**src/assert_macros.svh**
```systemverilog
// Assertion macros shared by the shortest path RTL
`ifndef ASSERT_MACROS_SVH
`define ASSERT_MACROS_SVH

// Implication checked at every rising clock edge, off while reset is low
`define AST_IMP(lbl, clk, rst_n, ante, cons) \
    lbl: assert property (@(posedge clk) disable iff (!rst_n) (ante) |-> (cons)) \
        else $error("implication check failed");

// Condition that must never hold, checked at every rising clock edge
`define AST_NEVER(lbl, clk, rst_n, cond) \
    lbl: assert property (@(posedge clk) disable iff (!rst_n) !(cond)) \
        else $error("forbidden condition seen");

`endif

```
**src/ssp_pkg.sv**
```systemverilog
// Types and constants of the shortest path engine
package ssp_pkg;

    localparam int DIST_BITS = 21;
    localparam logic [DIST_BITS-1:0] DIST_MAX = '1;

    typedef enum logic [1:0] {
        REQ_LOAD  = 2'd0,
        REQ_RUN   = 2'd1,
        REQ_CLEAR = 2'd2
    } t_req;

    typedef enum logic [3:0] {
        ST_CLEAR,
        ST_IDLE,
        ST_LD_RD,
        ST_LD_CHK,
        ST_LD_WR2,
        ST_SCAN,
        ST_EMIT,
        ST_DRAIN
    } t_state;

    // Running minimum handed from cell to cell
    typedef struct packed {
        logic                 valid;
        logic                 found;
        logic [DIST_BITS-1:0] best;
    } t_tok;

    // Relaxation beat for one matrix column
    typedef struct packed {
        logic                 en;
        logic                 edge_ok;
        logic [DIST_BITS-1:0] cand;
    } t_relax;

endpackage

```
**src/ssp_cell.sv**
```systemverilog
// One vertex cell: distance, reached and visited flags, minimum token stage
module ssp_cell
    import ssp_pkg::*;
#(
    parameter int VW  = 5,
    parameter int IDX = 0
) (
    input  logic                 i_clk,
    input  logic                 i_rst_n,
    input  logic                 i_init,
    input  logic                 i_is_src,
    input  logic                 i_active,
    input  t_relax               i_relax,
    input  logic [VW-1:0]        i_relax_col,
    input  logic                 i_visit,
    input  logic [VW-1:0]        i_visit_idx,
    input  t_tok                 i_tok,
    input  logic [VW-1:0]        i_tok_idx,
    output t_tok                 o_tok,
    output logic [VW-1:0]        o_tok_idx,
    output logic [DIST_BITS-1:0] o_dist,
    output logic                 o_reached
);
    logic                 r_reached, n_reached;
    logic                 r_visited, n_visited;
    logic [DIST_BITS-1:0] r_dist, n_dist;
    t_tok                 r_tok, n_tok;
    logic [VW-1:0]        r_tok_idx, n_tok_idx;
    logic                 w_take;

    // update own entry from init, relax and visit beats
    always_comb begin
        n_reached = r_reached;
        n_visited = r_visited;
        n_dist    = r_dist;
        if (i_init) begin
            n_reached = i_active && i_is_src;
            n_visited = 1'b0;
            n_dist    = '0;
        end else begin
            if (i_active && i_relax.en && i_relax.edge_ok && (i_relax_col == VW'(IDX)) &&
                (!r_reached || (i_relax.cand < r_dist))) begin
                n_reached = 1'b1;
                n_dist    = i_relax.cand;
            end
            if (i_visit && (i_visit_idx == VW'(IDX))) begin
                n_visited = 1'b1;
            end
        end
    end

    // fold own distance into the passing minimum
    always_comb begin
        w_take = i_tok.valid && i_active && r_reached && !r_visited &&
                 (!i_tok.found || (r_dist < i_tok.best));
        n_tok     = i_tok;
        n_tok_idx = i_tok_idx;
        if (w_take) begin
            n_tok.found = 1'b1;
            n_tok.best  = r_dist;
            n_tok_idx   = VW'(IDX);
        end
    end

    always_ff @(posedge i_clk) begin
        if (!i_rst_n) begin
            r_reached <= 1'b0;
            r_visited <= 1'b0;
            r_tok     <= '0;
        end else begin
            r_reached <= n_reached;
            r_visited <= n_visited;
            r_tok     <= n_tok;
        end
        r_dist    <= n_dist;
        r_tok_idx <= n_tok_idx;
    end

    assign o_tok     = r_tok;
    assign o_tok_idx = r_tok_idx;
    assign o_dist    = r_dist;
    assign o_reached = r_reached;
endmodule

```
**config.mk**
```make
export PLATFORM = sky130hd
export DESIGN_NAME = ssp_cell
export DESIGN_NICKNAME = d
export VERILOG_FILES = /design/src/assert_macros.svh /design/src/ssp_pkg.sv /design/src/ssp_cell.sv
export SDC_FILE = /design/constraint.sdc
export NUM_CORES = 1
export LEC_CHECK = 0
export ABC_AREA = 1
export BUFFER_PORTS_ARGS = -buffer_cell sky130_fd_sc_hd__buf_2
export CAP_MARGIN = 20
export CELL_PAD_IN_SITES_DETAIL_PLACEMENT = 0
export CELL_PAD_IN_SITES_GLOBAL_PLACEMENT = 2
export CORE_MARGIN = 2
export CORE_UTILIZATION = 23
export CTS_CLUSTER_DIAMETER = 200
export DETAILED_ROUTE_END_ITERATION = 12
export GPL_ROUTABILITY_DRIVEN = 0
export GPL_TIMING_DRIVEN = 1
export PLACE_DENSITY = 0.72
export SLEW_MARGIN = 25
export SYNTH_ARGS = -nofsm -noshare
export SYNTH_HDL_FRONTEND = slang
export SYNTH_SLANG_ARGS = --single-unit
```
**constraint.sdc**
```tcl
create_clock -name i_clk -period 1.6 [get_ports i_clk]
set_input_delay 0.32 -clock i_clk [delete_from_list [all_inputs] [get_ports i_clk]]
set_output_delay 0.32 -clock i_clk [all_outputs]
set_load 0.005 [all_outputs]
```
==> impl_metrics.tcl <==
set metrics [dict create \
    skew_ns 0.00918 \
    synth-seq-cells 51 \
    start_util_pct 23.6 \
    dieArea_mm2 0.0152 \
    syn_to_final_growth_pct 80.9 \
    antenna_found_initial 1 \
    portBuffers 116 \
    pre_cts_ws_ns -0.338 \
    end_kind "flip-flop" \
    synth_top_area_share_pct 31.2 \
    grt_overflow 0 \
    cts-hold-fix-buffers 0 \
    timing.fmax_ghz 0.534 \
    fin_setup_tns_ns -11.23 \
    timing.rr.end "o_tok[20]$_SDFF_PN0_" \
    power.total_mw 3.22 \
    synthMuxAreaShare_pct 0 \
    grt_pass1_wl_mm 17.2 \
    crit_type "reg -> reg" \
    cts_made_buffers 5 \
    dr.pass1.iters 4 \
    io_pins 117 \
    insertion_delay_ns 0.29 \
    synth_top_family_by_area "simple AND/OR/NAND/NOR gates" \
    maxSlewHeadroom_pct 65.1 \
    fin_cells 865 \
    period_needed_ns 1.87 \
    ys_seq_area_share_pct 31.2 \
    finalCritPeriodShare_pct 117 \
    final_common_cell "buf_2" \
    fin_ws_ns -0.271 \
    ys_warn_count 0 \
    tightest_slew_ns 0.523 \
    power.leakage_nw 2.94 \
    nets 791 \
    rr_startpoint "o_dist[19]$_SDFFE_PP0P_" \
    synth_area_leaders "dfxtp_1 31%, ha_1 15%, nand2_1 12%, inv_1 10%, a21oi_1 8.3%" \
    pwr_density_cell_mw_per_mm2 545 \
    reg2reg_slack_ns -0.27 \
    drc 0 \
    drive_gt1_share_pct 55.8 \
    failed_checks "setup timing" \
    clockBufferDepth 2 \
    required_ns 1.79 \
    dp.cells 837 \
    post_drt_wl_per_cell_um 13.3 \
    finalHoldViolCount 0 \
    drt.antenna.violating_nets 0 \
    synthAdderAreaFrac_pct 15.3 \
    dp_hpwl_mm 8.49 \
    grt_usage_pct 14.7 \
    synth_compound_area_share_pct 9.38 \
    crit_fanout 8 \
    via_per_inst 4.31 \
    clk_pin_slew_worst_paths_ns 0.07 \
    num_vias 3730 \
    synthCells 491 \
    yosysTopAreaCell "dfxtp_1" \
    grt_pass1_vias 3545 \
    rsz0062_at_grt "true" \
    syn_avg_cell_area_um2 6.66 \
    hp-class "in -> reg" \
    final_max_slew_viol_count 0 \
    drtIter0Drc 109 \
    setup_viol_count_final 47 \
    grt_max_degree 30 \
    cp-start-kind "flip-flop" \
    hold_path_end "o_tok_idx[4]$_SDFF_PP0_" \
    yosys.area_share.simple_pct 29.7 \
    cts.sinks 51 \
    synth.net_count 598 \
    worstHoldPathCells 3 \
    die_x_um 123 \
    outcome "finished, violations left" \
    die_h_um 123 \
    ff2ff_path_depth 12 \
    syn-cell-area_mm2 0.00327 \
    synth.distinct_cells 22 \
    core-area_mm2 0.0139 \
    hp-start "i_tok_idx[4]" \
    maxCapViolations 0 \
    htree_num_levels 2 \
    cts-root-buf "clkbuf_16" \
    critPathArrivalTime_ns 2.06 \
    mostFrequentLayoutCells "116 x buf_2, 90 x nand2_1, 76 x inv_1" \
    cts_tree "done" \
    synthXorXnorAreaFrac_pct 0 \
    routed_wl_mm 11.5 \
    num_rows 43 \
    ir_drop_mv 0.386 \
]
-- per-layer routing --
layer,up-vias,part of all wire [%],global-route usage (%),routed length (um)
met4,2,0.78,3.69,90
met1,1691,47,19.5,5420
li1,1924,-,-,-
met2,102,46,24.2,5330
met3,11,5.5,3.27,638
met5,-,0.11,0,13
-- metrics by stage --
| stage | area (um^2) | util (%) | hold slack [ns] |
|---|---|---|---|
| floorplan | 3480 | - | 0.399 |
| global placement | 4730 | 34.0 | 0.510 |
| detailed placement | 4730 | 34.0 | 0.522 |
| CTS | 5420 | 39.1 | 0.236 |
| global route | 5910 | 42.6 | 0.247 |
| finish | 5910 | 42.6 | 0.245 |
-- timing repair --
item,4_1_cts,5_1_grt
cloned,4,2
pin swaps,29,39
setup buffers,11,3
gates resized for setup,81,79
endpoints found under the setup margin,47,47
-- cell type report --
cell class	count	area, um^2
timing repair buffer	206	1520
clock inverter	2	37.5
tap	180	225
multi-input combinational	331	2590
fill	1434	7970
inverter	89	342
clock buffer	5	125
sequential	51	1070
antenna	1	2.50
-- cells in the mapped netlist --
library cell	number
ha_1	40
a21boi_0	1
clkbuf_1	6
nor3_2	1
nor2_1	67
buf_4	3
buf_1	2
nor3_1	2
nor4_1	1
inv_1	89
nand2_2	1
dfxtp_1	51
nand2_1	108
o21bai_1	1
nor4b_4	1
a31oi_1	1
a21oi_1	54
buf_2	3
a21o_1	2
or2_4	1
nand3_1	50
buf_6	6
-- critical path: stages (launching register included) --
cell and delay (ns):
dfxtp_4 0.35, buf_6 0.12, ha_4 0.26, nand2_4 0.05
nor2_4 0.10, nand2_1 0.06, nor2_1 0.17, nor2_4 0.07
nand3_4 0.11, nand2_8 0.10, clkbuf_16 0.19, a21oi_1 0.13
nor2_1 0.06
-- logic make-up (layout without fill, tap and decap cells) --
kind of cell / count (synthesis) / after routing
AOI/OAI and AO/OA: 59 / 59
other: 0 / 1
adders and majority gates: 40 / 40
DFF: 51 / 51
buffers and inverters: 109 / 302
and+or+nand+nor: 232 / 232
-- flip-flops by register name (all words and copies together), names as in the netlist --
register / flops
o_tok_idx: 5
o_dist: 21
o_tok: 23
r_visited: 1
o_reached: 1
-- power breakdown --
| group | internal [mW] | total [mW] | switching [mW] |
|---|---|---|---|
| combinational | 0.329 | 0.671 | 0.342 |
| sequential | 1.30 | 1.32 | 0.0170 |
| clock | 0.731 | 1.23 | 0.504 |
| total | 2.36 | 3.22 | 0.864 |
-- worst max path at each step --
stage	startpoint	endpoint	slack (ns)	cells after the start
floorplan	o_dist[18]$_SDFFE_PP0P_	o_dist[6]$_SDFFE_PP0P_	-0.02	12
global placement	i_relax[8]	o_dist[19]$_SDFFE_PP0P_	-0.32	15
detailed placement	i_tok[14]	o_tok[0]$_SDFF_PN0_	-0.34	12
CTS	o_dist[18]$_SDFFE_PP0P_	o_dist[1]$_SDFFE_PP0P_	-0.25	14
global route	o_dist[11]$_SDFFE_PP0P_	o_tok[20]$_SDFF_PN0_	-0.38	11
finish	o_dist[19]$_SDFFE_PP0P_	o_tok[20]$_SDFF_PN0_	-0.27	12
(Power assumes the default switching activity.)
